File: config.mk
export PLATFORM = sky130hd
export DESIGN_NAME = bnu_ram
export DESIGN_NICKNAME = d
export VERILOG_FILES = /design/src/rtl/core/bnu_ram.sv
export SDC_FILE = /design/constraint.sdc
export NUM_CORES = 1
export LEC_CHECK = 0
export ABC_AREA = 1
export BUFFER_PORTS_ARGS = -buffer_cell sky130_fd_sc_hd__buf_2
export CAP_MARGIN = 20
export CORE_MARGIN = 5
export CORE_UTILIZATION = 35
export DETAILED_ROUTE_END_ITERATION = 10
export GPL_TIMING_DRIVEN = 1
export HOLD_SLACK_MARGIN = 0.03
export PLACE_DENSITY = 0.6
export SYNTH_ARGS = -nofsm -noshare
export SYNTH_HDL_FRONTEND = slang
export SYNTH_SLANG_ARGS = --single-unit
File: constraint.sdc
create_clock -name aclk -period 3.1 [get_ports aclk]
set_clock_uncertainty 0.05 [all_clocks]
set_input_delay 0.62 -clock aclk [delete_from_list [all_inputs] [get_ports aclk]]
set_output_delay 0.62 -clock aclk [all_outputs]
set_load 0.03 [all_outputs]
File: src/rtl/core/bnu_ram.sv
// Generic single-write, single-read RAM with registered read data.
`default_nettype none
module bnu_ram #(
    parameter int WIDTH = 16,
    parameter int DEPTH = 64,
    localparam int AW   = (DEPTH > 1) ? $clog2(DEPTH) : 1
) (
    input  wire logic                   aclk,
    input  wire logic                   we,
    input  wire logic [AW-1:0]          waddr,
    input  wire logic [WIDTH-1:0]       wdata,
    input  wire logic [AW-1:0]          raddr,
    output logic      [WIDTH-1:0]       rdata
);
    logic [WIDTH-1:0] mem [DEPTH];
    logic [WIDTH-1:0] rdata_reg;

    always_ff @(posedge aclk) begin
        if (we) begin
            mem[waddr] <= wdata;
        end
        rdata_reg <= mem[raddr];
    end

    assign rdata = rdata_reg;
endmodule
`default_nettype wire

==> metrics.md <==
| Metric | Value |
|---|---|
| Maximum VDD drop | `439.5 µV` |
| Cell Area, Synth | `0.04210 mm²` |
| Unique masters post-synth | `16` |
| Critical R2R Capture | `rdata[15]` |
| First-pass GRT wire length | `171800 µm` |
| Pre-antenna DRT Iters | `5` |
| Top delay family on crit path | `simple AND/OR/NAND/NOR gates` |
| Net count, final | `3659` |
| # IOs | `46` |
| Hold/Removal Path Class | `input pin to flop` |
| Initial antenna violation count | `11` |
| R2R setup slack | `1.30 ns` |
| CTS root buf | `clkbuf_16` |
| Leakage | `0.01731 µW` |
| Hold Crit Start | `wdata[6]` |
| Via count | `27330` |
| Post-Syn Area per Cell | `11.97 µm²` |
| Worst setup SP type | `input pin` |
| Clock buffer depth | `3` |
| Total Die Area | `0.1273 mm²` |
| Post-CTS Setup Bufs | `0` |
| Routed wire length | `116500 µm` |
| Combinational share of power | `6.7%` |
| Req. time, crit path | `3.68 ns` |
| Final Max Slew Viols | `0` |
| Routed len/inst | `21.86 µm` |
| DR iter-0 viols | `2824` |
| Tcrit/Tclk final | `74.35%` |
| CP Max Fanout | `42` |
| Psw | `roughly 7000 µW` |
| Worst-Skew Late Latency | `0.69 ns` |
| Hold_buf cts | `0` |
| Detail Placement HPWL | `around 69000 µm` |
| Outcome | `finished, final reports clean` |
| Synth Register Bits | `1040` |
| Final Setup Violations | `0` |
| Htree depth | `3` |
| Worst r2r path cells | `8` |
| CTS sink cnt | `1040` |
| WHS Path Cells | `1` |
| DIE WIDTH | `356.8 µm` |
| Crit end category | `flop` |
| Max FFs per register | `roughly 1000` |
| Area post-placement | `0.04492 mm²` |
| R2r startpoint | `mem[11][15]` |
| Slew headroom | `about two fifths` |
| Die boundary height | `356.8 µm` |
| Slowest CP cell | `nand3_1` |
| Flop pwr share | `a little over half` |
| Tmin final | `2.305 ns` |
| Starting Density | `35.18%` |
| Crit Path Class | `input pin to flop` |
| WHS Endpoint | `mem[11][6]` |
| Area of the multi-input gates | `0.009595 mm²` |
| Clock buffer count from CTS | `a little over 100` |
| Routed Antenna Nets | `0` |
| Slew at the pin with the worst max-slew slack | `0.9294 ns` |
| Seq. cell area | `0.03107 mm²` |
| Fin util | `40.32%` |
| Max-cap violations | `0` |
| Post-Layout Inst Area | `between 0.04 and 0.05 mm²` |
| CP cell instances | `buf_8 > buf_12 > buf_12 > buf_12 > nand2_1 > nand3_1 > nand3_1 > nand2_1 > nand2_1 > nand3_1 > nand3_1 > nand2_1` |
| WP data arrival | `2.88 ns` |
| Largest net degree at the start of global routing | `113` |
| Hold Slack | `0.1159 ns` |
| Clock power frac | `just over 40%` |
| Syn nets | `3547` |
| Post-cts sizing count | `0` |
| Vias in the first global route | `25610` |
| Sequential area share after synthesis | `73.80%` |
| Layout cells sized above 1 | `approximately a tenth` |
| Cell Pwr Density | `620.3 mW/mm²` |
| Pint | `23090 µW` |
| Routability cong. | `0.8882` |
| Clock Pin Slew Worst Setup and Hold Paths | `around 0.060 ns` |
| Fmax | `roughly 430 MHz` |
| Area growth, synth to finish | `14.60%` |
| Power Total | `approximately 30000 µW` |
| CP peak stage delay | `0.37 ns` |
| Switching Share | `approximately 23%` |
| Final-report hold violation count | `0` |
| Number of cells produced by synthesis | `3517` |
| DRC violations left | `0` |
| WP buf/inv | `4` |
| Unrepaired setup endpoints after global routing | `false` |
| Fillers | `11140` |
| Core area | `0.1197 mm²` |
| Vias per cell | `just over 5` |
| Row cnt | `approximately 130` |
| Tot GR Track Use | `17.92%` |
| Synth warn | `0` |
| Gr ovfl total | `0` |
| IO buf count | `45` |
| CTS tree | `built` |
cells in the mapped netlist:
cell | count | area (µm²)
nand4_1 | 9 | 56.30
dfxtp_1 | 16 | 320.3
nand3_1 | 871 | 4359
nand2_1 | 1296 | 4865
nor4_1 | 8 | 50.05
inv_1 | 9 | 33.78
edfxtp_1 | 1024 | 30750
inv_2 | 2 | 7.510
clkbuf_1 | 26 | 97.59
inv_8 | 1 | 11.26
buf_2 | 113 | 565.5
nor2_1 | 56 | 210.2
buf_6 | 49 | 551.8
buf_8 | 1 | 15.01
buf_4 | 19 | 142.6
buf_1 | 17 | 63.81
placed cells by master, fill, tap and decap left out, types with 18 or more instances in the layout:
cell,synthesis,routed
buf_12,0,41
edfxtp_1,1024,1024
nand2_1,1296,1296
nand3_1,871,871
clkinv_1,0,18
buf_4,19,147
buf_2,113,42
clkbuf_1,26,21
clkbuf_16,0,104
nor2_1,56,54
worst reg2reg max path: cells and delay by family (launching register included):
| family | cells | cell delay (ns) |
|---|---|---|
| flip-flops | 1 | 0.35 |
| AND/OR/NAND/NOR | 8 | 1.26 |
metal layers:
metal  up-vias  track usage (%)  wire length [µm]
met5         -                0                63
met4        10            5.537              3473
met3       207            4.971             11330
met2      1079            27.33             52430
met1     13390            25.05             49250
li1      12640                -                 -
power groups by stage:
stage | Clock, µW | Sequential (µW) | Combinational [µW]
final | 12300 | 15600 | 2000
after global routing | 13100 | 15600 | 2170
after CTS | 12500 | 15600 | 2000
after detailed placement | 0 | 15900 | 2000
after global placement | 0 | 15900 | 1980
after floorplan | 0 | 15900 | 1040
worst max path at each step:
| stage | startpoint | endpoint | slack, ns | cells after the start |
|---|---|---|---|---|
| final | raddr[0] | rdata[4] | 0.80 | 12 |
| after global routing | raddr[0] | rdata[10] | 0.64 | 12 |
| after CTS | raddr[0] | rdata[10] | 0.84 | 12 |
| after detailed placement | raddr[0] | rdata[10] | 0.12 | 12 |
| after global placement | raddr[0] | rdata[10] | 0.13 | 12 |
| after floorplan | we | mem[48][0] | -0.12 | 3 |
kinds of logic (layout without fill, tap and decap cells):
| family | count (synthesis) | after routing | synth area share (%) |
|---|---|---|---|
| buffers and inverters | 237 | 431 | 3.537 |
| DFF | 1040 | 1040 | 73.80 |
| other | 0 | 8 | 0 |
| and+or+nand+nor | 2240 | 2240 | 22.66 |
area by class of cell:
cell class              instances  area share, %
flip-flops and latches       1040          64.40
multi-input cells            2240          19.89
clock buffers                 136          5.872
repair buffers                232          4.487
well taps                    1612          4.181
clock inverters                51         0.9803
inverters                      12         0.1478
diodes                          8        0.04150
stage by stage:
| stage | setup slack, ns | setup TNS, ns | cells |
|---|---|---|---|
| 2_1_floorplan | -0.1241 | -15.88 | 3517 |
| 3_3_place_gp | 0.1287 | 0 | 5136 |
| 3_5_place_dp | 0.1244 | 0 | 5136 |
| 4_1_cts | 0.8405 | 0 | 5323 |
| 5_1_grt | 0.6405 | 0 | 5324 |
| 6_report | 0.7950 | 0 | 5331 |
(Power assumes the default switching activity.)
