<file path="config.mk">
export PLATFORM = sky130hd
export DESIGN_NAME = bnu_sqrt
export DESIGN_NICKNAME = d
export VERILOG_FILES = /design/src/rtl/core/bnu_pkg.sv /design/src/rtl/core/bnu_sqrt.sv
export SDC_FILE = /design/constraint.sdc
export NUM_CORES = 1
export LEC_CHECK = 0
export BUFFER_PORTS_ARGS = -buffer_cell sky130_fd_sc_hd__buf_2
export CORE_ASPECT_RATIO = 1.75
export CORE_MARGIN = 2
export CORE_UTILIZATION = 40
export CTS_BUF_LIST = sky130_fd_sc_hd__clkbuf_4 sky130_fd_sc_hd__clkbuf_8
export DETAILED_ROUTE_END_ITERATION = 10
export PLACE_DENSITY = 0.69
export REMOVE_ABC_BUFFERS = 1
export SYNTH_ARGS = -nofsm -noshare
export SYNTH_HDL_FRONTEND = slang
export SYNTH_SLANG_ARGS = --single-unit
</file>
<file path="constraint.sdc">
create_clock -name aclk -period 5.92 [get_ports aclk]
set_clock_uncertainty 0.1 [all_clocks]
set_input_delay 0.592 -clock aclk [delete_from_list [all_inputs] [get_ports aclk]]
set_output_delay 0.592 -clock aclk [all_outputs]
set_load 0.01 [all_outputs]
</file>
<file path="src/rtl/core/bnu_pkg.sv">
// Shared constants for the batch normalization unit.
`default_nettype none
package bnu_pkg;
    localparam int DATA_BITS = 16;
    localparam int CHAN_W    = 6;
    localparam int FUNC_W    = 2;
    localparam int SUM_W     = 32;
    localparam int SQ_W      = 48;
    localparam int VAR_W     = 24;
    localparam int DIV_W     = 48;
    localparam int RAD_W     = 42;
    localparam int ROOT_W    = 21;
    localparam int REM_W     = 24;
    localparam int Q_W       = 41;

    localparam logic [FUNC_W-1:0] FUNC_LOAD  = 2'd0;
    localparam logic [FUNC_W-1:0] FUNC_ACCUM = 2'd1;
    localparam logic [FUNC_W-1:0] FUNC_NORM  = 2'd2;
    localparam logic [FUNC_W-1:0] FUNC_CLEAR = 2'd3;

    localparam logic [1:0] CFG_TRAINING = 2'd0;
    localparam logic [1:0] CFG_EPSILON  = 2'd1;
    localparam logic [1:0] CFG_COUNT    = 2'd2;

    localparam logic [15:0] EPS_RESET = 16'd66;
endpackage
`default_nettype wire

</file>
<file path="src/rtl/core/bnu_sqrt.sv">
// Digit-serial integer square root: two radicand bits per cycle.
`default_nettype none
module bnu_sqrt import bnu_pkg::*; (
    input  wire logic              aclk,
    input  wire logic              aresetn,
    input  wire logic              start,
    input  wire logic [RAD_W-1:0]  radicand,
    output logic                   done,
    output logic      [ROOT_W-1:0] root
);
    localparam int CNT_W = $clog2(ROOT_W + 1);

    logic [RAD_W-1:0]  rad_reg;
    logic [ROOT_W-1:0] root_reg;
    logic [REM_W-1:0]  rem_reg;
    logic [CNT_W-1:0]  cnt_reg;
    logic              busy_reg;
    logic              done_reg;
    logic [REM_W-1:0]  rem_sh;
    logic [REM_W-1:0]  trial;
    logic              ge;

    always_comb begin
        rem_sh = {rem_reg[REM_W-3:0], rad_reg[RAD_W-1 -: 2]};
        trial  = {1'b0, root_reg, 2'b01};
        ge     = (rem_sh >= trial);
    end

    // control
    always_ff @(posedge aclk) begin
        if (!aresetn) begin
            busy_reg <= 1'b0;
            done_reg <= 1'b0;
            cnt_reg  <= '0;
        end else begin
            done_reg <= 1'b0;
            if (start) begin
                busy_reg <= 1'b1;
                cnt_reg  <= CNT_W'(ROOT_W);
            end else if (busy_reg) begin
                cnt_reg <= cnt_reg - 1'b1;
                if (cnt_reg == CNT_W'(1)) begin
                    busy_reg <= 1'b0;
                    done_reg <= 1'b1;
                end
            end
        end
    end

    // datapath
    always_ff @(posedge aclk) begin
        if (start) begin
            rad_reg  <= radicand;
            root_reg <= '0;
            rem_reg  <= '0;
        end else if (busy_reg) begin
            rad_reg  <= {rad_reg[RAD_W-3:0], 2'b00};
            root_reg <= {root_reg[ROOT_W-2:0], ge};
            rem_reg  <= ge ? (rem_sh - trial) : rem_sh;
        end
    end

    assign done = done_reg;
    assign root = root_reg;
endmodule
`default_nettype wire
</file>
==> results.py, run 1 <==
metrics = {
    "global_routing": {
        "track_usage_pct": 16.9,
        "antenna_found_initial": 0,
        "grt_first_pass_wirelength_um": 18200,
        "grt_start_max_net_pins": 81,
        "overflow": 0,
        "grt_pass1_vias": 4052,
    },
    "routing": {
        "drt_first_iter_violations": 210,
        "firstDrtPassIters": 5,
        "ant_nets": 0,
        "vias": 3759,
        "detail_route.wl_per_cell_um": 15.1,
        "viasPerCell": 5.28,
        "drc": 0,
        "wl_um": 10800,
    },
    "final_layout": {
        "largest_reg_flops": 42,
        "layout_common_cells": "buf_2 (66), dfxtp_1 (49), nor2_1 (47)",
        "postLayoutCellArea_mm2": 0.00570,
        "fillCellCount": 1142,
        "finalCoreUtilization_pct": 46.1,
        "final_common_cell": "buf_2",
        "seqCellArea_mm2": 0.00226,
        "nets": 609,
        "antenna_cells": 0,
        "drive_gt1_share_pct": 25.4,
        "area_growth_pct": 13.6,
        "multiInputGateArea_mm2": 0.00254,
    },
    "timing": {
        "finalCritPeriodShare_pct": 52.9,
        "finalSetupViolCount": 0,
        "rsz0062_at_grt": "no",
        "final_max_slew_viol_count": 0,
        "hold_violations": 0,
        "tns_ns": 0,
        "worst_slew_pin_slew_ns": 1.15,
        "slew_headroom_pct": 22.7,
        "period_minus_slack_ns": 3.13,
        "whs_ns": 0.376,
        "fmax_ghz": 0.319,
    },
    "placed_design": {
        "hpwl_um": 7810,
        "portBuffers": 66,
        "placed_area_mm2": 0.00548,
        "gp_congestion": 0.862,
    },
    "synth": {
        "synth.distinct_cells": 54,
        "yosys.area.top_type_share_pct": 25.2,
        "ys_ff_latch": 92,
        "ys.flop_type": "dfxtp_1",
        "synthCells": 481,
        "synth_area_mm2": 0.00501,
        "async_reset_ff_share_pct": 0,
        "synth_edf_count": 42,
        "yosys.area.top_type": "edfxtp_1",
        "ys_seq_area_share_pct": 45.1,
        "ys_warn_count": 0,
        "avgSynthCellArea_um2": 10.4,
        "synth_area_leaders": "edfxtp_1 (25%), dfxtp_1 (20%), mux2_2 (9.0%)",
    },
    "clocking": {
        "clkTransAtPathRegs_ns": 0.10,
        "ctsResizeCount": 0,
        "cts-root-buf": "clkbuf_8",
        "clk_latency_ns": 0.38,
        "clkSinkCount": 92,
        "clockBufferDepth": 2,
        "cts_tree": "yes",
        "cts_buffers": 9,
        "post_cts_buffers": 0,
        "cts_hold_buffers": 0,
        "htree_levels": 3,
    },
    "worst_setup_path": {
        "ff2ff_path_depth": 9,
        "cp-start-kind": "register",
        "path_max_fanout": 23,
        "worstPathRequired_ns": 6.05,
        "cp.arrival_ns": 3.27,
        "worst-setup-path-type": "reg2reg",
        "end_kind": "register",
    },
    "power": {
        "leakagePower_uw": 0.00233,
        "ir_worst_vdd_mv": 0.218,
        "cellPowerDensity_mw_per_mm2": 495,
    },
    "floorplanning": {
        "pin_count": 67,
        "core_mm2": 0.0124,
        "die_y_um": 152,
        "placementRows": 54,
        "die_x_um": 88.6,
        "dieArea_mm2": 0.0135,
        "initial_core_util_pct": 40.5,
    },
    "job": {
        "maxCapViolCount": 0,
    },
    "outcome": {
        "status": "complete, no violations",
    },
    "worst_hold_path": {
        "min_path_cells": 2,
        "hold_class": "in2reg",
    },
}
layer usage:
layer | up-vias | track usage [%] | routed length [um]
li1 | 1855 | - | -
met1 | 1755 | 17.5 | 4020
met4 | 0 | 9.81 | 483
met5 | - | 0 | 0
met2 | 114 | 29.9 | 5710
met3 | 35 | 3.91 | 576
through the flow:
step / setup slack (ns) / power, uW / cells
finish: 2.79 / 2820 / 712
global placement: 2.97 / 2320 / 696
detailed placement: 2.85 / 2360 / 696
floorplan: 2.61 / 2020 / 458
global route: 2.57 / 3010 / 712
CTS: 2.82 / 2820 / 712
final cells by class:
type | instances | share of cell area, %
Multi-Input combinational cell | 337 | 44.5
Sequential cell | 92 | 39.7
Timing Repair Buffer | 70 | 6.33
Tap cell | 168 | 3.69
Clock buffer | 9 | 2.17
Inverter | 29 | 1.91
Clock inverter | 7 | 1.63
worst paths after layout:
path / startpoint / endpoint / slack, ns
worst max-delay path: root[7] / rem_reg[10] / 2.79
worst min-delay path: aresetn / cnt_reg[2] / 0.38
worst max register to register: root[7] / rem_reg[10] / 2.79
worst min register to register: rem_reg[4] / rem_reg[4] / 0.38
power by group:
group | leakage [uW] | internal [uW] | switching [uW]
logic | 0.00139 | 667 | 877
registers | 0.000831 | 759 | 56.5
clock network | 0.000109 | 206 | 254
total | 0.00233 | 1630 | 1190
synth_stat cells (10+ instances only):
| library cell | count |
|---|---|
| dfxtp_1 | 50 |
| nor2_1 | 47 |
| edfxtp_1 | 42 |
| mux2_2 | 40 |
| mux2i_1 | 33 |
| nand2_1 | 30 |
| inv_1 | 29 |
| a21oi_1 | 25 |
| ha_1 | 25 |
| clkbuf_1 | 14 |
| a211oi_1 | 12 |
| xnor2_1 | 12 |
| o21ai_0 | 11 |
| xor2_1 | 10 |
critical path, stage by stage, from the launching register on:
cell and delay [ns]:
dfxtp_1 0.38, inv_1 0.06, ha_1 0.38, a21oi_1 0.13
o21ai_0 0.39, inv_1 0.13, a41oi_2 0.52, buf_4 0.42
nor4b_1 0.37, a2111oi_2 0.10
kinds of logic after synthesis:
group / count (synthesis) / share of synthesized area (%)
DFF: 92 / 45.1
muxes: 73 / 15.6
and+or+nand+nor: 120 / 11.3
AOI/OAI and AO/OA: 97 / 13.6
xor gates and xnor gates: 22 / 3.84
adders and majority gates: 25 / 6.24
buffers and inverters: 52 / 4.27
Note: power is estimated with default switching activity, not from simulation.
==> run 2, diff against run 1 <==
Settings changed: ABC_AREA from default to 1.
Clock period 5.92 ns to 2.9 ns, I/O delays scaled along.
==> results.py, run 2 <==
metrics = {
    "outcome": {
        "status": "complete, no violations",
    },
    "worst_setup_path": {
        "r2r-start": "root[12]",
        "end_kind": "register",
        "max_stage_delay_ns": 0.38,
        "cp-start-kind": "register",
        "crit_family": "simple AND/OR/NAND/NOR gates",
        "cp_common_cell": "nand2_1",
        "worstPathRequired_ns": 3.06,
        "path_max_fanout": 13,
        "crit_path_cell_trace": "inv_1 > ha_1 > nand2_2 > inv_1 > a21oi_2 > nand2_1 > nand2_1 > nand4_4 > buf_4 > nor2_1 > nor2_1 > o21ai_0 > nand2_1",
        "worst-setup-path-type": "reg2reg",
        "cp.arrival_ns": 2.56,
        "startpoint": "root[12]",
        "cp_num_buf_inv": 3,
        "critPathSlowestCell": "ha_1",
    },
    "placed_design": {
        "placed_cells": 977,
        "hpwl_um": 10600,
        "gp_congestion": 0.972,
        "placed_area_mm2": 0.00587,
        "portBuffers": 66,
    },
    "clocking": {
        "ctsResizeCount": 0,
        "post_cts_buffers": 0,
        "cts-root-buf": "clkbuf_8",
        "clk_latency_ns": 0.37,
        "clkSinkCount": 92,
        "clockBufferDepth": 2,
        "cts_tree": "yes",
        "cts_hold_buffers": 0,
        "cts_buffers": 9,
        "htree_levels": 3,
        "clkTransAtPathRegs_ns": 0.10,
    },
    "floorplanning": {
        "core_mm2": 0.0129,
        "die_x_um": 91.2,
        "pin_count": 67,
        "initial_core_util_pct": 41.2,
        "placementRows": 55,
        "dieArea_mm2": 0.0143,
        "die_y_um": 157,
    },
    "synth": {
        "muxShareOfSynthArea_pct": 0,
        "ys_warn_count": 0,
        "ys_seq_area_share_pct": 42.5,
        "async_reset_ff_share_pct": 0,
        "synthCells": 747,
        "yosys.area.top_type_share_pct": 23.7,
        "synthMostInstantiatedCell": "nand2_1",
        "yosys.area_share.adder_pct": 5.88,
        "synth.distinct_cells": 40,
        "synth-simple-area-share_pct": 32.7,
        "ys_ff_latch": 92,
        "ys.flop_type": "dfxtp_1",
        "synth_area_mm2": 0.00532,
        "yosys.area.top_type": "edfxtp_1",
        "synthXorXnorAreaFrac_pct": 1.32,
        "synth_edf_count": 42,
        "synth_top_family_by_area": "simple AND/OR/NAND/NOR gates",
        "synth_compound_area_share_pct": 8.44,
        "netlist_top_cells_count": "nand2_1 (290), inv_1 (100), nor2_1 (70)",
        "synth_area_leaders": "edfxtp_1 (24%), nand2_1 (20%), dfxtp_1 (19%)",
        "avgSynthCellArea_um2": 7.13,
    },
    "routing": {
        "detail_route.wl_per_cell_um": 13.8,
        "drc": 0,
        "drt_first_iter_violations": 204,
        "wl_um": 13700,
        "ant_nets": 0,
        "viasPerCell": 4.87,
        "vias": 4840,
        "firstDrtPassIters": 4,
    },
    "timing": {
        "slew_headroom_pct": 64.0,
        "finalSetupViolCount": 0,
        "period_minus_slack_ns": 2.40,
        "rsz0062_at_grt": "no",
        "final_max_slew_viol_count": 0,
        "fmax_ghz": 0.417,
        "hold_violations": 0,
        "finalCritPeriodShare_pct": 82.7,
        "tns_ns": 0,
        "worst_slew_pin_slew_ns": 0.540,
    },
    "global_routing": {
        "grt_first_pass_wirelength_um": 21800,
        "grt_start_max_net_pins": 43,
        "antenna_found_initial": 0,
        "overflow": 0,
        "grt_pass1_vias": 4586,
        "track_usage_pct": 19.5,
    },
    "power": {
        "cellPowerDensity_mw_per_mm2": 1190,
        "ir_worst_vdd_mv": 0.524,
        "leakagePower_uw": 0.00309,
    },
    "worst_hold_path": {
        "hold_class": "in2reg",
        "min_from": "radicand[0]",
    },
    "final_layout": {
        "drive_gt1_share_pct": 14.4,
        "layout_common_cells": "nand2_1 (290), inv_1 (99), nor2_1 (70)",
        "final_common_cell": "nand2_1",
        "area_growth_pct": 13.3,
        "stdcell_count": 993,
        "antenna_cells": 0,
        "nets": 887,
        "largest_reg_flops": 42,
        "postLayoutCellArea_mm2": 0.00603,
    },
    "job": {
        "maxCapViolCount": 0,
    },
}
==> run 2: cell count changes in the layout (fill, tap and decap cells not counted), sizes merged, moves of 9 or more <==
cell / delta
a211oi: -10
o22ai: +20
nor2: +28
nand2: +268
mux2: -40
buf: +9
inv: +72
nand3: +26
mux2i: -33
==> run 2: final timing paths <==
| check | end | slack (ns) | cells after the start |
|---|---|---|---|
| min | rad_reg[0] | 0.08 | 3 |
| max | rem_reg[15] | 0.50 | 13 |
| min reg2reg | rem_reg[6] | 0.38 | 2 |
| max reg2reg | rem_reg[15] | 0.50 | 13 |
==> run 2: cells by family (layout without fill, tap and decap cells) <==
kind of cell / Yosys count / in the layout
compound gates: 74 / 74
simple gates: 424 / 424
xor+xnor: 8 / 8
fa+ha+maj: 25 / 25
flops: 92 / 92
buf+inv: 124 / 199
==> run 2: layer usage <==
metal | up-vias | routed length (um) | track usage [%]
li1 | 2508 | - | -
met1 | 2200 | 5230 | 19.9
met2 | 102 | 7480 | 37.1
met3 | 30 | 470 | 3.13
met4 | 0 | 544 | 11.2
met5 | - | 0 | 0
==> run 2: final cells by class <==
class	instances	area, um^2
Timing Repair Buffer	79	428
Fill cell	1417	6910
Tap cell	171	214
Multi-Input combinational cell	531	2570
Clock buffer	9	124
Clock inverter	7	41.3
Sequential cell	92	2260
Inverter	104	390
==> run 2: worst reg2reg max path, cell delays in order, from the launching register on <==
cell and delay, ns:
dfxtp_1 0.33, inv_1 0.07, ha_1 0.38, nand2_2 0.16
inv_1 0.06, a21oi_2 0.18, nand2_1 0.09, nand2_1 0.12
nand4_4 0.21, buf_4 0.27, nor2_1 0.10, nor2_1 0.04
o21ai_0 0.11, nand2_1 0.07
==> run 2: through the flow <==
step / setup WS (ns) / utilization [%] / hold slack [ns] / total power [uW]
6_report: 0.503 / 46.6 / 0.0767 / 7200
5_1_grt: 0.269 / 46.6 / 0.0654 / 7850
4_1_cts: 0.502 / 46.6 / 0.0648 / 7200
3_5_place_dp: 0.520 / 45.3 / 0.369 / 6400
3_3_place_gp: 0.557 / 45.3 / 0.366 / 6400
2_1_floorplan: 0.336 / - / 0.259 / 5110
==> run 2: power by group <==
part,switching [uW],internal [uW]
logic,3140,1600
clock network,468,308
registers,124,1560
==> run 3, diff against run 2 <==
Settings changed: ABC_AREA 1 to 0, PLACE_DENSITY 0.69 to 0.71.
Clock period 2.9 ns to 1.9 ns, I/O delays scaled along.
==> results.py, run 3 (synthesis gave the netlist of run 1 again) <==
metrics = {
    "clocking": {
        "clkTransAtPathRegs_ns": 0.10,
        "htree_levels": 3,
        "cts_tree": "yes",
        "cts_buffers": 9,
        "clockBufferDepth": 2,
        "clkSinkCount": 92,
        "clk_latency_ns": 0.37,
        "cts-root-buf": "clkbuf_8",
    },
    "final_layout": {
        "area_growth_pct": 43.3,
        "layout_common_cells": "buf_4 (124), buf_2 (66), nor2_1 (44)",
        "largest_reg_flops": 42,
        "drive_gt1_share_pct": 51.4,
        "seqCellArea_mm2": 0.00229,
        "nets": 738,
        "final_common_cell": "buf_4",
        "multiInputGateArea_mm2": 0.00299,
        "antenna_cells": 0,
        "fillCellCount": 995,
        "postLayoutCellArea_mm2": 0.00718,
    },
    "global_routing": {
        "grt_start_max_net_pins": 43,
        "track_usage_pct": 20.1,
        "overflow": 0,
        "antenna_found_initial": 0,
        "grt_pass1_vias": 4596,
        "grt_first_pass_wirelength_um": 21300,
    },
    "floorplanning": {
        "core_mm2": 0.0124,
        "pin_count": 67,
        "dieArea_mm2": 0.0135,
        "initial_core_util_pct": 40.5,
        "die_y_um": 152,
        "placementRows": 54,
        "die_x_um": 88.6,
    },
    "worst_setup_path": {
        "end_kind": "register",
        "path_max_fanout": 7,
        "worst-setup-path-type": "reg2reg",
        "worstPathRequired_ns": 2.08,
        "cp.arrival_ns": 2.54,
        "cp-start-kind": "register",
    },
    "outcome": {
        "violations": "setup timing",
        "status": "finished, violations left",
    },
    "timing": {
        "fmax_ghz": 0.425,
        "tns_ns": -9.19,
        "worst_slew_pin_slew_ns": 0.444,
        "period_minus_slack_ns": 2.35,
        "final_max_slew_viol_count": 0,
        "finalCritPeriodShare_pct": 124,
        "fin_ws_ns": -0.455,
        "slew_headroom_pct": 70.4,
        "rsz0062_at_grt": "yes",
        "finalSetupViolCount": 23,
        "hold_violations": 0,
    },
    "routing": {
        "ant_nets": 0,
        "drt_first_iter_violations": 199,
        "viasPerCell": 5.18,
        "firstDrtPassIters": 4,
        "wl_um": 13300,
        "drc": 0,
        "vias": 4357,
        "detail_route.wl_per_cell_um": 15.8,
    },
    "job": {
        "maxCapViolCount": 0,
    },
    "placed_design": {
        "portBuffers": 66,
        "hpwl_um": 9480,
        "gp_congestion": 0.942,
        "placed_area_mm2": 0.00636,
    },
    "power": {
        "leakagePower_uw": 0.00305,
        "cellPowerDensity_mw_per_mm2": 1670,
        "finalPower_uw": 12000,
        "ir_worst_vdd_mv": 0.968,
    },
    "worst_hold_path": {
        "hold_class": "in2reg",
    },
}
run 3: changes by cell type in the layout (fill, tap and decap cells not counted), sizes merged, moves of 5 or more:
cell    previous run  this run
xnor2              5        12
nand3             34         8
mux2i              0        33
o21a               1         8
nor2              75        47
o22ai             21         1
nand2            298        30
mux2               0        40
a21o               0         7
a211oi             2        12
nand2b             0         5
buf               79       197
inv              104        31
xor2               3        10
run 3: through the flow:
| stage | hold slack (ns) | instances | util (%) | worst slack [ns] |
|---|---|---|---|---|
| 2_1_floorplan | 0.162 | 458 | - | -1.41 |
| 3_3_place_gp | 0.354 | 810 | 51.4 | -0.527 |
| 3_5_place_dp | 0.375 | 810 | 51.4 | -0.633 |
| 4_1_cts | 0.00282 | 837 | 57.1 | -0.462 |
| 5_1_grt | 0.00954 | 841 | 58.1 | -0.577 |
| 6_report | 0.0116 | 841 | 58.1 | -0.455 |
run 3: repair_timing:
action	4_1_cts	5_1_grt
hold buffers	2	0
resized for setup	76	24
endpoints found under the setup margin	23	23
buffers inserted	10	4
hold endpoints to repair	4	0
pin swaps	40	19
run 3: cell type report:
type,instances,area share (%)
clock buffers,9,1.72
clock inverters,7,1.17
inverters,29,1.52
multi-input cells,337,41.6
flip-flops and latches,92,31.9
well taps,168,2.93
repair buffers,199,19.2
run 3: path summary, 6_finish.rpt:
| check | from | to | slack, ns | depth (start not counted) |
|---|---|---|---|---|
| worst max-delay path | root[0] | rem_reg[3] | -0.45 | 9 |
| worst min-delay path | radicand[31] | rad_reg[31] | 0.01 | 2 |
| worst max register to register | root[0] | rem_reg[3] | -0.45 | 9 |
| worst min register to register | root[0] | root[0] | 0.41 | 2 |
run 3: critical path, stage by stage, from the launching register on:
cell and delay [ns]:
dfxtp_2 0.33, inv_2 0.07, ha_4 0.20, nor2b_4 0.13, o311a_4 0.33, o31ai_4 0.31
a41oi_4 0.24, buf_6 0.21, mux2i_2 0.15, a211oi_1 0.19
run 3: per-layer routing:
layer	routed length [um]	vias to the layer above	GRT usage (%)	share of wire, %
li1	-	2112	-	-
met2	7080	151	36.0	53
met4	838	0	12.2	6.3
met1	4780	2035	20.9	36
met3	551	59	3.31	4.2
met5	0	-	0	0
run 3: power breakdown:
group,switching (uW),internal [uW],leakage [uW]
combinational,3790,4230,0.00211
clock,755,628,0.000102
sequential,221,2380,0.000843
