==> config.mk <==
export PLATFORM = sky130hd
export DESIGN_NAME = bnu_div
export DESIGN_NICKNAME = d
export VERILOG_FILES = /design/src/rtl/core/bnu_pkg.sv /design/src/rtl/core/bnu_div.sv
export SDC_FILE = /design/constraint.sdc
export NUM_CORES = 1
export LEC_CHECK = 0
export BUFFER_PORTS_ARGS = -buffer_cell sky130_fd_sc_hd__buf_2
export CAP_MARGIN = 25
export CORE_ASPECT_RATIO = 1.5
export CORE_UTILIZATION = 55
export CTS_BUF_LIST = sky130_fd_sc_hd__clkbuf_4
export DETAILED_ROUTE_END_ITERATION = 6
export PLACE_DENSITY = 0.81
export SLEW_MARGIN = 20
export SYNTH_ARGS = -nofsm -noshare
export SYNTH_HDL_FRONTEND = slang
export SYNTH_SLANG_ARGS = --single-unit
export TNS_END_PERCENT = 50
==> constraint.sdc <==
create_clock -name aclk -period 6.5 [get_ports aclk]
set_input_delay 0.975 -clock aclk [delete_from_list [all_inputs] [get_ports aclk]]
set_output_delay 0.975 -clock aclk [all_outputs]
set_load 0.05 [all_outputs]
==> src/rtl/core/bnu_pkg.sv <==
// Shared constants for the batch normalization unit.
`default_nettype none
package bnu_pkg;
    localparam int DATA_BITS = 16;
    localparam int CHAN_W    = 6;
    localparam int FUNC_W    = 2;
    localparam int SUM_W     = 32;
    localparam int SQ_W      = 48;
    localparam int VAR_W     = 24;
    localparam int DIV_W     = 48;
    localparam int RAD_W     = 42;
    localparam int ROOT_W    = 21;
    localparam int REM_W     = 24;
    localparam int Q_W       = 41;

    localparam logic [FUNC_W-1:0] FUNC_LOAD  = 2'd0;
    localparam logic [FUNC_W-1:0] FUNC_ACCUM = 2'd1;
    localparam logic [FUNC_W-1:0] FUNC_NORM  = 2'd2;
    localparam logic [FUNC_W-1:0] FUNC_CLEAR = 2'd3;

    localparam logic [1:0] CFG_TRAINING = 2'd0;
    localparam logic [1:0] CFG_EPSILON  = 2'd1;
    localparam logic [1:0] CFG_COUNT    = 2'd2;

    localparam logic [15:0] EPS_RESET = 16'd66;
endpackage
`default_nettype wire

==> src/rtl/core/bnu_div.sv <==
// Bit-serial restoring divider: one quotient bit per cycle.
`default_nettype none
module bnu_div import bnu_pkg::*; #(
    parameter int DVW = 24
) (
    input  wire logic             aclk,
    input  wire logic             aresetn,
    input  wire logic             start,
    input  wire logic [DIV_W-1:0] dividend,
    input  wire logic [DVW-1:0]   divisor,
    output logic                  done,
    output logic      [DIV_W-1:0] quotient
);
    localparam int CNT_W = $clog2(DIV_W + 1);

    logic [DIV_W-1:0] dvd_reg;
    logic [DVW-1:0]   rem_reg;
    logic [DVW-1:0]   dvs_reg;
    logic [CNT_W-1:0] cnt_reg;
    logic             busy_reg;
    logic             done_reg;
    logic [DVW:0]     rem_sh;
    logic [DVW:0]     rem_sub;
    logic             ge;

    // trial subtract of one bit position
    always_comb begin
        rem_sh  = {rem_reg, dvd_reg[DIV_W-1]};
        rem_sub = rem_sh - {1'b0, dvs_reg};
        ge      = (rem_sh >= {1'b0, dvs_reg});
    end

    // control
    always_ff @(posedge aclk) begin
        if (!aresetn) begin
            busy_reg <= 1'b0;
            done_reg <= 1'b0;
            cnt_reg  <= '0;
        end else begin
            done_reg <= 1'b0;
            if (start) begin
                busy_reg <= 1'b1;
                cnt_reg  <= CNT_W'(DIV_W);
            end else if (busy_reg) begin
                cnt_reg <= cnt_reg - 1'b1;
                if (cnt_reg == CNT_W'(1)) begin
                    busy_reg <= 1'b0;
                    done_reg <= 1'b1;
                end
            end
        end
    end

    // datapath: quotient bits shift into the dividend register
    always_ff @(posedge aclk) begin
        if (start) begin
            dvd_reg <= dividend;
            rem_reg <= '0;
            dvs_reg <= divisor;
        end else if (busy_reg) begin
            dvd_reg <= {dvd_reg[DIV_W-2:0], ge};
            rem_reg <= ge ? rem_sub[DVW-1:0] : rem_sh[DVW-1:0];
        end
    end

    assign done     = done_reg;
    assign quotient = dvd_reg;
endmodule
`default_nettype wire

==> results of run 1 <==
==> cells in the mapped netlist (14+ instances only) <==
| master | instances | area share |
|---|---|---|
| xnor2_1 | 14 | 0.022 |
| nand2_1 | 18 | 0.012 |
| a21oi_1 | 25 | 0.023 |
| mux2i_1 | 14 | 0.025 |
| edfxtp_1 | 72 | 0.39 |
| ha_1 | 26 | 0.059 |
| a211oi_1 | 24 | 0.032 |
| nor2_1 | 36 | 0.024 |
| clkbuf_1 | 16 | 0.011 |
| mux2_2 | 48 | 0.097 |
| dfxtp_1 | 32 | 0.12 |
| inv_1 | 34 | 0.023 |
==> per-layer routing <==
| metal | vias up | track usage |
|---|---|---|
| li1 | 2023 | - |
| met5 | - | 0 |
| met3 | 21 | 0.07129 |
| met1 | 1955 | 0.2457 |
| met2 | 125 | 0.4176 |
| met4 | 0 | 0.08722 |
==> kinds of logic (layout without fill, tap and decap cells) <==
family | after synthesis | count (layout) | share of synthesized area
compound gates | 108 | 108 | 0.1359
flops | 104 | 104 | 0.5047
simple gates | 104 | 104 | 0.09576
mux | 62 | 62 | 0.1226
buf+inv | 57 | 176 | 0.04259
fa+ha+maj | 27 | 27 | 0.06219
xor+xnor | 23 | 23 | 0.03628
other cells | 0 | 1 | 0
==> placed cells by master (no fill, tap or decap), types with 2 or more instances in the layout <==
cell type / n
and4_1: 4
nand2b_1: 4
nor3b_1: 2
nor2_1: 36
or3_1: 2
a211oi_1: 24
dfxtp_1: 32
nand2_1: 18
a21oi_1: 25
nor3_1: 6
nor4_1: 2
a21o_1: 8
xnor2_1: 14
o21a_1: 8
a311oi_1: 4
ha_1: 26
nand3_1: 7
o31a_1: 3
nor2b_1: 6
xor2_1: 9
o31ai_1: 2
clkinvlp_4: 3
edfxtp_1: 72
mux2_2: 48
o22ai_1: 5
mux2i_1: 14
buf_2: 122
a31oi_1: 3
o21bai_1: 2
and2_1: 3
and3_1: 2
nand4_1: 3
buf_4: 4
or2_2: 3
inv_1: 34
o211ai_1: 2
o21ai_0: 13
clkbuf_4: 10
inv_8: 2
==> worst reg2reg max path, delay by kind of cell (launching register included) <==
| kind | cells | cell delay (ns) |
|---|---|---|
| multiplexers | 1 | 0.37 |
| flip-flops | 1 | 0.36 |
| buffers and inverters | 2 | 0.45 |
| AO/OA/AOI/OAI | 3 | 1.13 |
| AND/OR/NAND/NOR | 3 | 0.65 |
| adder cells (fa/ha/maj) | 1 | 0.38 |
==> through the flow <==
stage	power (W)	hold WS, ns	worst slack (ns)
final	0.001622	0.5061	3.086
after global routing	0.001698	0.5334	2.906
after global placement	0.001303	0.4797	3.261
after detailed placement	0.001315	0.4919	3.106
after CTS	0.001629	0.5164	3.072
after floorplan	0.001202	0.4631	3.830
==> final timing paths <==
kind	start	to	slack (ns)
max	dvs_reg[15]	rem_reg[1]	3.09
min	rem_reg[2]	rem_reg[3]	0.51
max reg2reg	dvs_reg[15]	rem_reg[1]	3.09
min reg2reg	rem_reg[2]	rem_reg[3]	0.51
==> final cells by class <==
type	instances	area, um2	share of cell area
multi-input cells	324	2516	0.3955
inverters	34	127.6	0.02006
clock buffers	10	75.07	0.01180
well taps	115	143.9	0.02262
clock inverters	6	53.80	0.008456
flip-flops and latches	104	2803	0.4405
diodes	1	2.502	0.0003933
repair buffers	126	640.6	0.1007
==> where the power goes <==
group          switching, W  internal (W)
Clock              0.000232     0.0000887
Sequential        0.0000348      0.000779
Combinational      0.000309      0.000179
==> metrics.md, run 1 <==
| Metric | Value |
|---|---|
| Number of max-cap violations | 0 |
| Clock tree buffer depth | 2 |
| Final slew viol count | 0 |
| Detail Route Antenna Nets | 0 |
| Async SR Flop Fraction | 0 |
| Root buffer cell | clkbuf_4 |
| Fin crit period | roughly 3.4 ns |
| Remaining Overflow, GRT | 0 |
| Leak | between 2 and 3 nW |
| Share of layout cells above drive strength 1 | 0.3328 |
| Clock Skews | ~0.029 ns |
| CP Data Required Time | between 6 and 7 ns |
| Worst Path Arrival | ~3.8 ns |
| Num Clock Sinks | 104 |
| Crit path launch type | register |
| Final-report setup violation count | 0 |
| First-pass GRT wire length | approximately 19000 um |
| Ys Warns | 0 |
| Critical path's slowest cell | a211oi_4 |
| Die area | approximately 11000 um2 |
| Crit path cell chain | inv_1, ha_1, and3_4, and4_1, a32oi_2, nand4_2, a211oi_4, buf_4, mux2_2, o22ai_1 |
| Crit. path cell count | 10 |
| Syn Std Cell Area | ~5600 um2 |
| Hold Crit Depth | 2 |
| Antenna violations before repair | 1 |
| Horiz. Die Dim | around 84 um |
| Fin util | 0.6529 |
| Synth Register Bits | 104 |
| Per-cell routed wire length | 16.07 um |
| IO Port Bufs | about 120 |
| Iteration-0 DRC Markers | roughly 170 |
| Largest net degree at the start of global routing | 62 |
| # hold bufs at CTS | 0 |
| Via count | 4124 |
| Top Layer Used | met4 |
| PwrDens | ~260 nW/um2 |
| Synth cell types | 54 |
| Area Overhead vs Synth | 14.58% |
| Die Y-Extent | approximately 130 um |
| Sequential area share after synthesis | 0.5047 |
| Mapped Nets | 587 |
| Mean area per synthesized cell | about 11 um2 |
| Tot GR Track Use | 0.2294 |
| Max-slew headroom | 0.4250 |
| DP HPWL | between 8000 and 9000 um |
| Cts repair resizes | 0 |
| Core area | 9744 um2 |
| RSZ-0062 raised after global routing | false |
| Top FF cell, synth | edfxtp_1 |
| CP endpoint kind | register |
| Achievable Freq | around 290 MHz |
| Initial core utilization | 0.5699 |
| Failing checks | design-rule violations |
| H-tree depth | 3 |
| Syn Inst Count | approximately 490 |
| Critical path's top delay family | compound AO/OA/AOI/OAI gates |
| CTS Buf Count | 9 |
| CTS clk-pin slew, worst paths | 0.16 ns |
| WS Path Type | register to register |
| Post-route DRC | 4 |
| CP max stage delay | between 0.7 and 0.8 ns |
| GPL Wtd Cong | approximately 0.9 |
| Vias per inst | between 5 and 6 |
| Met2 Wirelength | between 5000 and 6000 um |
| Status | complete, but fails checks |
| R2R cell count | 10 |
| Filler cells | 756 |
| Critical path buffers and inverters | 2 |
| Setup bufs post-CTS | 0 |
| Final hold vios | 0 |
| Final period util | 0.5253 |
| Met3 WL | ~800 um |
| M1 WL | about 4600 um |
| Total Nets Final | about 700 |
| VDD IR max | approximately 180 uV |
| Largest register FFs | 48 |
| Slew of the pin with the lowest slew margin | roughly 0.86 ns |
| Clock tree from TritonCTS | yes |
| Post-Route WL | approximately 12000 um |
| # rows | 44 |
| Number of global-route vias before repair | around 4200 |
| CP max FO | 22 |
| Worst Hold Class | register to register |
| Post-route cell area | around 6400 um2 |
| Cell Area, Placed | 6228 um2 |
| Finished Layout Cells | 720 |
| Clk_lat worst skew | 0.50 ns |
| Post-synth EDFFs | slightly above 70 |
| Num ports | approximately 120 |
| Placed cell count | 703 |
| Setup TNS | 0 ns |
| Pre-antenna DRT Iters | 6 |
(Power assumes the default switching activity.)
==> run 2, diff against run 1 <==
==> constraint.sdc (replaced) <==
create_clock -name aclk -period 3.5 [get_ports aclk]
set_input_delay 0.525 -clock aclk [delete_from_list [all_inputs] [get_ports aclk]]
set_output_delay 0.525 -clock aclk [all_outputs]
set_load 0.05 [all_outputs]
==> metrics.md, run 2 (synthesis gave the netlist of run 1 again) <==
| Metric | Value |
|---|---|
| Status | complete, but fails checks |
| Failing checks | design-rule violations |
| Clock tree buffer depth | 2 (unchanged) |
| Area Overhead vs Synth | 15.89% |
| Die area | 10510 um2 (unchanged) |
| Total Nets Final | 706 (+0.71%) |
| # rows | 44 (unchanged) |
| Filler cells | 751 (-0.66%) |
| Clock tree from TritonCTS | yes |
| Tot GR Track Use | 0.2397 (+0.01030) |
| Met2 Wirelength | 5998 um (+0.15%) |
| IO Port Bufs | 123 (unchanged) |
| Switch share | 0.3365 (-0.01809) |
| Final-report setup violation count | 0 (unchanged) |
| Reg2Reg Launch Point | rem_reg[9] |
| Pre-antenna DRT Iters | 6 (unchanged) |
| GPL Wtd Cong | 0.8471 (-5.5%) |
| Iteration-0 DRC Markers | 215 (+29%) |
| Number of global-route vias before repair | 4415 (+4.0%) |
| CP Data Required Time | 3.86 ns (-3.06 ns) |
| Per-cell routed wire length | 16.41 um (+2.1%) |
| PwrDens | 489.8 nW/um2 (+92%) |
| Core area | 9744 um2 (unchanged) |
| Leak | 2.783 nW (+1.7%) |
| Register area | 2803 um2 (unchanged) |
| Achievable Freq | 319.8 MHz (+9.2%) |
| R2R cell count | 9 (-1) |
| Largest register FFs | 48 (unchanged) |
| Sequential share of power | 0.481 (-0.021) |
| Via count | 4182 (+1.4%) |
| Share of layout cells above drive strength 1 | 0.3366 (+0.003836) |
| Most frequent cells in the layout | 122 x buf_2, 72 x edfxtp_1, 48 x mux2_2 |
| Finished Layout Cells | 725 (+0.69%) |
| Final hold vios | 0 (unchanged) |
| Worst Path Arrival | 3.49 ns (-0.34 ns) |
| Largest net degree at the start of global routing | 43 (-31%) |
| Met3 WL | 809 um (+2.4%) |
| Setup bufs post-CTS | 0 (unchanged) |
| Crit. Startpoint | rem_reg[9] |
| Number of max-cap violations | 0 (unchanged) |
| CTS clk-pin slew, worst paths | 0.16 ns (about the same) |
| RSZ-0062 raised after global routing | false |
| Commonest non-fill, non-tap cell in the layout | buf_2 |
| M1 WL | 4679 um (+2.8%) |
| Area of the multi-input gates | 2514 um2 (about the same) |
| Reg2reg end | rem_reg[10] |
| Post-route DRC | 4 (unchanged) |
| Sw Pwr | 0.001060 W (+84%) |
| Final period util | 0.8933 (+0.3681) |
| Pint | 0.002091 W (+100%) |
| VDD IR max | 290.9 uV (+58%) |
| First-pass GRT wire length | 19950 um (+4.1%) |
| Slew of the pin with the lowest slew margin | 0.9107 ns (+0.05098 ns) |
| Die Y-Extent | 125.1 um (unchanged) |
| CP max FO | 18 (-18%) |
| DP HPWL | 8914 um (+5.1%) |
| # hold bufs at CTS | 0 (unchanged) |
| Cell Area, Placed | 6266 um2 (+0.60%) |
| Post-route cell area | 6435 um2 (+1.1%) |
| Clk_lat worst skew | 0.48 ns (-0.02 ns) |
| Num Clock Sinks | 104 (unchanged) |
| Crit path launch type | register |
| Setup TNS | 0 ns (unchanged) |
| CTS Buf Count | 9 (unchanged) |
| Fin crit period | 3.127 ns (-0.2875 ns) |
| H-tree depth | 3 (unchanged) |
| CP endpoint kind | register |
| Worst Hold Class | input port to register |
| Worst setup endpoint | rem_reg[10] |
| Vias per inst | 5.768 (+0.71%) |
| Cts repair resizes | 0 (unchanged) |
| Max-slew headroom | 0.3909 (-0.03410) |
| Share of total power in the clock network | 0.228 (+0.031) |
| Antenna violations before repair | 1 (unchanged) |
| Initial core utilization | 0.5699 (unchanged) |
| Num ports | 124 (unchanged) |
| Final slew viol count | 0 (unchanged) |
| Detail Route Antenna Nets | 0 (unchanged) |
| Top Layer Used | met4 |
| WS Path Type | register to register |
| Clock Skews | 0.01569 ns (-0.01295 ns) |
| Remaining Overflow, GRT | 0 (unchanged) |
| Reg2Reg Setup Slack | 0.37 ns (-2.71 ns) |
| Post-Route WL | 11900 um (+2.8%) |
| Horiz. Die Dim | 84.04 um (unchanged) |
| Root buffer cell | clkbuf_4 |
| Placed cell count | 708 (+0.71%) |
| Logic pwr share | 0.291 (-0.010) |
-- run 2: how the worst min path moves through the flow --
stage / start / cells past startpoint / endpoint
2_1_floorplan: rem_reg[8] / 2 / rem_reg[8]
3_3_place_gp: cnt_reg[1] / 2 / cnt_reg[1]
3_5_place_dp: rem_reg[8] / 2 / rem_reg[8]
4_1_cts: divisor[7] / 1 / dvs_reg[7]
5_1_grt: divisor[11] / 1 / dvs_reg[11]
6_report: divisor[0] / 1 / dvs_reg[0]
-- run 2: layout make-up --
class / instances / share of cell area
inverters: 34 / 0.01983
multi-input cells: 324 / 0.3906
clock inverters: 6 / 0.01419
flip-flops and latches: 104 / 0.4355
diodes: 1 / 0.0003889
repair buffers: 131 / 0.1054
well taps: 115 / 0.02236
clock buffers: 10 / 0.01167
-- run 2: worst max-delay path, stage by stage (launching register included) --
cell	delay, ns
dfxtp_1	0.36
ha_1	0.37
a21oi_1	0.20
o21ai_0	0.23
a32oi_2	0.29
nand4_2	0.16
a211oi_4	0.81
buf_4	0.30
mux2i_1	0.20
a211oi_1	0.09
-- run 2: power by group through the flow --
stage / Combinational [W] / Clock (W) / Sequential (W)
2_1_floorplan: 0.000497 / 0 / 0.00174
5_1_grt: 0.000992 / 0.000775 / 0.00153
6_report: 0.000918 / 0.000719 / 0.00151
4_1_cts: 0.000919 / 0.000730 / 0.00151
3_5_place_dp: 0.000916 / 0 / 0.00154
3_3_place_gp: 0.000893 / 0 / 0.00154
-- run 2: metal layers --
metal  global-route usage  vias up
met5                    0        -
met4               0.1156        0
met3              0.07525       34
met2               0.4238      144
met1               0.2571     1973
li1                     -     2031
-- run 2: stage by stage --
step           total power (W)  utilization  setup slack [ns]  hold slack [ns]
2_1_floorplan         0.002232            -            0.8302           0.4631
3_3_place_gp          0.002429       0.6430            0.4253           0.4793
3_5_place_dp          0.002456       0.6430            0.3678           0.4997
4_1_cts               0.003164       0.6601            0.3493           0.1816
5_1_grt               0.003296       0.6604            0.1498           0.1668
6_report              0.003152       0.6604            0.3734           0.2080
==> run 3, diff against run 2 <==
--- a/config.mk
+++ b/config.mk
@@ -5,13 +5,14 @@
 export SDC_FILE = /design/constraint.sdc
 export NUM_CORES = 1
 export LEC_CHECK = 0
+export ABC_CLOCK_PERIOD_IN_PS = 2800
 export BUFFER_PORTS_ARGS = -buffer_cell sky130_fd_sc_hd__buf_2
 export CAP_MARGIN = 25
 export CORE_ASPECT_RATIO = 1.5
-export CORE_UTILIZATION = 55
+export CORE_UTILIZATION = 51
 export CTS_BUF_LIST = sky130_fd_sc_hd__clkbuf_4
 export DETAILED_ROUTE_END_ITERATION = 6
-export PLACE_DENSITY = 0.81
+export PLACE_DENSITY = 0.79
 export SLEW_MARGIN = 20
 export SYNTH_ARGS = -nofsm -noshare
 export SYNTH_HDL_FRONTEND = slang
==> constraint.sdc (replaced) <==
create_clock -name aclk -period 2.8 [get_ports aclk]
set_input_delay 0.42 -clock aclk [delete_from_list [all_inputs] [get_ports aclk]]
set_output_delay 0.42 -clock aclk [all_outputs]
set_load 0.05 [all_outputs]
==> metrics.md, run 3 (synthesis gave the netlist of run 1 again) <==
| Metric | Value |
|---|---|
| Largest register FFs | 48 (unchanged) |
| Number of global-route vias before repair | 4379 (-0.82%) |
| Final period util | 0.9775 (+0.08420) |
| DP HPWL | 9108 um (+2.2%) |
| GPL Wtd Cong | 0.8374 (-1.1%) |
| Clock Skews | 0.03169 ns (+0.01600 ns) |
| Post-Route WL | 12070 um (+1.4%) |
| Final setup margin | 0.06294 ns (-0.3104 ns) |
| Clock tree from TritonCTS | yes |
| CP max stage delay | 0.37 ns (-0.44 ns) |
| Crit path cell chain | inv_1, ha_1, and3_4, and4_1, a32oi_2, nand4_2, a211oi_4, buf_4, mux2_2, o22ai_1 |
| Achievable Freq | 365.4 MHz (+14%) |
| WS Path Type | register to register |
| Vias per inst | 5.524 (-4.2%) |
| Final hold vios | 0 (unchanged) |
| Hold EP | dvs_reg[7] |
| H-tree depth | 3 (unchanged) |
| RSZ-0062 raised after global routing | true |
| Worst Hold Class | input port to register |
| Final slew viol count | 0 (unchanged) |
| Clk_lat worst skew | 0.48 ns (about the same) |
| Hold_sp | divisor[7] |
| CP Data Required Time | 3.20 ns (-0.66 ns) |
| Antenna violations before repair | 1 (unchanged) |
| Die Y-Extent | 129.8 um (+3.8%) |
| Filler cells | 895 (+19%) |
| First-pass GRT wire length | 19360 um (-2.9%) |
| IO Port Bufs | 123 (unchanged) |
| Iteration-0 DRC Markers | 158 (-27%) |
| Per-cell routed wire length | 15.79 um (-3.8%) |
| Fin crit period | 2.737 ns (-0.3896 ns) |
| Hold Crit Depth | 1 (unchanged) |
| Final Total Pwr | 0.003855 W (+22%) |
| Horiz. Die Dim | 87.20 um (+3.8%) |
| Worst Path Arrival | 3.14 ns (-0.35 ns) |
| Area Overhead vs Synth | 18.30% |
| CTS Buf Count | 9 (unchanged) |
| Reg2Reg Launch Point | dvs_reg[15] |
| Via count | 4220 (+0.91%) |
| Reg2Reg Setup Slack | 0.06 ns (-0.31 ns) |
| Fin util | 0.6203 (-0.04010) |
| Num Clock Sinks | 104 (unchanged) |
| Num ports | 124 (unchanged) |
| Share of layout cells above drive strength 1 | 0.3570 (+0.02041) |
| PwrDens | 586.8 nW/um2 (+20%) |
| Register area | 2803 um2 (unchanged) |
| Max-slew headroom | 0.6877 (+0.2968) |
| Status | complete, no violations |
| Largest net degree at the start of global routing | 49 (+14%) |
| CP endpoint kind | register |
| Final-report setup violation count | 0 (unchanged) |
| R2R cell count | 10 (+1) |
| CP max FO | 8 (-10) |
| Most frequent cells in the layout | 122 x buf_2, 72 x edfxtp_1, 48 x mux2_2 |
| Commonest non-fill, non-tap cell in the layout | buf_2 |
| Slew of the pin with the lowest slew margin | 0.4684 ns (-0.4422 ns) |
| Post-route cell area | 6569 um2 (+2.1%) |
| Area of the multi-input gates | 2547 um2 (+1.3%) |
| CTS clk-pin slew, worst paths | 0.18 ns (+0.02 ns) |
| Cell Area, Placed | 6382 um2 (+1.9%) |
| Number of max-cap violations | 0 (unchanged) |
| Remaining Overflow, GRT | 0 (unchanged) |
| Detail Route Antenna Nets | 0 (unchanged) |
| VDD IR max | 394.3 uV (+36%) |
| Critical path's slowest cell | ha_1 |
| # rows | 46 (+4.5%) |
| Tot GR Track Use | 0.2197 (-0.02004) |
| Root buffer cell | clkbuf_4 |
| Reg2reg end | rem_reg[1] |
| Initial core utilization | 0.5243 (-0.04551) |
| Leak | 2.821 nW (+1.4%) |
| Crit path launch type | register |
| Core area | 10590 um2 (+8.7%) |
| Pre-CTS setup slack | 0.09069 ns (-0.2771 ns) |
| Post-route DRC | 0 (-4) |
| # hold bufs at CTS | 0 (unchanged) |
| Total Nets Final | 716 (+1.4%) |
| Die area | 11320 um2 (+7.7%) |
| Clock tree buffer depth | 2 (unchanged) |
| Pre-antenna DRT Iters | 5 (-1) |
-- run 3: area by class of cell --
cell class                 instances  share of cell area
multi-input combinational        324              0.3878
inverter                          34             0.01943
sequential                       104              0.4267
timing repair buffer             141              0.1171
clock buffer                       9             0.01029
clock inverter                     7             0.01086
tap                              144             0.02743
antenna                            1           0.0003810
-- run 3: worst max path at each step --
stage | from | endpoint | slack [ns] | cells past startpoint
floorplan | quotient[47] | rem_reg[3] | 0.13 | 9
global placement | dvs_reg[7] | rem_reg[22] | 0.19 | 9
detailed placement | dvs_reg[15] | rem_reg[8] | 0.09 | 10
CTS | dvs_reg[15] | rem_reg[8] | 0.04 | 10
global route | dvs_reg[15] | rem_reg[1] | -0.07 | 10
finish | dvs_reg[15] | rem_reg[1] | 0.06 | 10
-- run 3: layer usage --
layer,vias to the layer above,track usage,wire [um]
li1,2053,-,-
met1,1995,0.2249,4650
met2,146,0.4173,6405
met3,26,0.05376,695
met4,0,0.09547,316
met5,-,0,0
-- run 3: where the power goes --
part | total [W] | internal, W | switching, W
Combinational | 0.00120 | 0.000458 | 0.000739
Sequential | 0.00189 | 0.00181 | 0.0000817
Clock | 0.000768 | 0.000211 | 0.000557
-- run 3: repair_timing --
| action | in CTS | in global routing |
|---|---|---|
| setup endpoints to repair | 0 | 18 |
| gates resized for setup | 0 | 9 |
| setup buffers | 0 | 1 |
-- run 3: metrics by stage --
step,instances,hold slack [ns],TNS [ns]
CTS,762,0.08622,0
global placement,746,0.4741,0
floorplan,485,0.4631,0
finish,764,0.1060,0
detailed placement,746,0.4971,0
global route,764,0.07613,-0.5083
-- run 3: critical path, delay by kind of cell, from the launching register on --
kind            cells  cell delay, ns
compound gates      3            0.72
flops               1            0.36
mux                 1            0.33
buf+inv             2            0.24
fa+ha+maj           1            0.37
simple gates        3            0.64
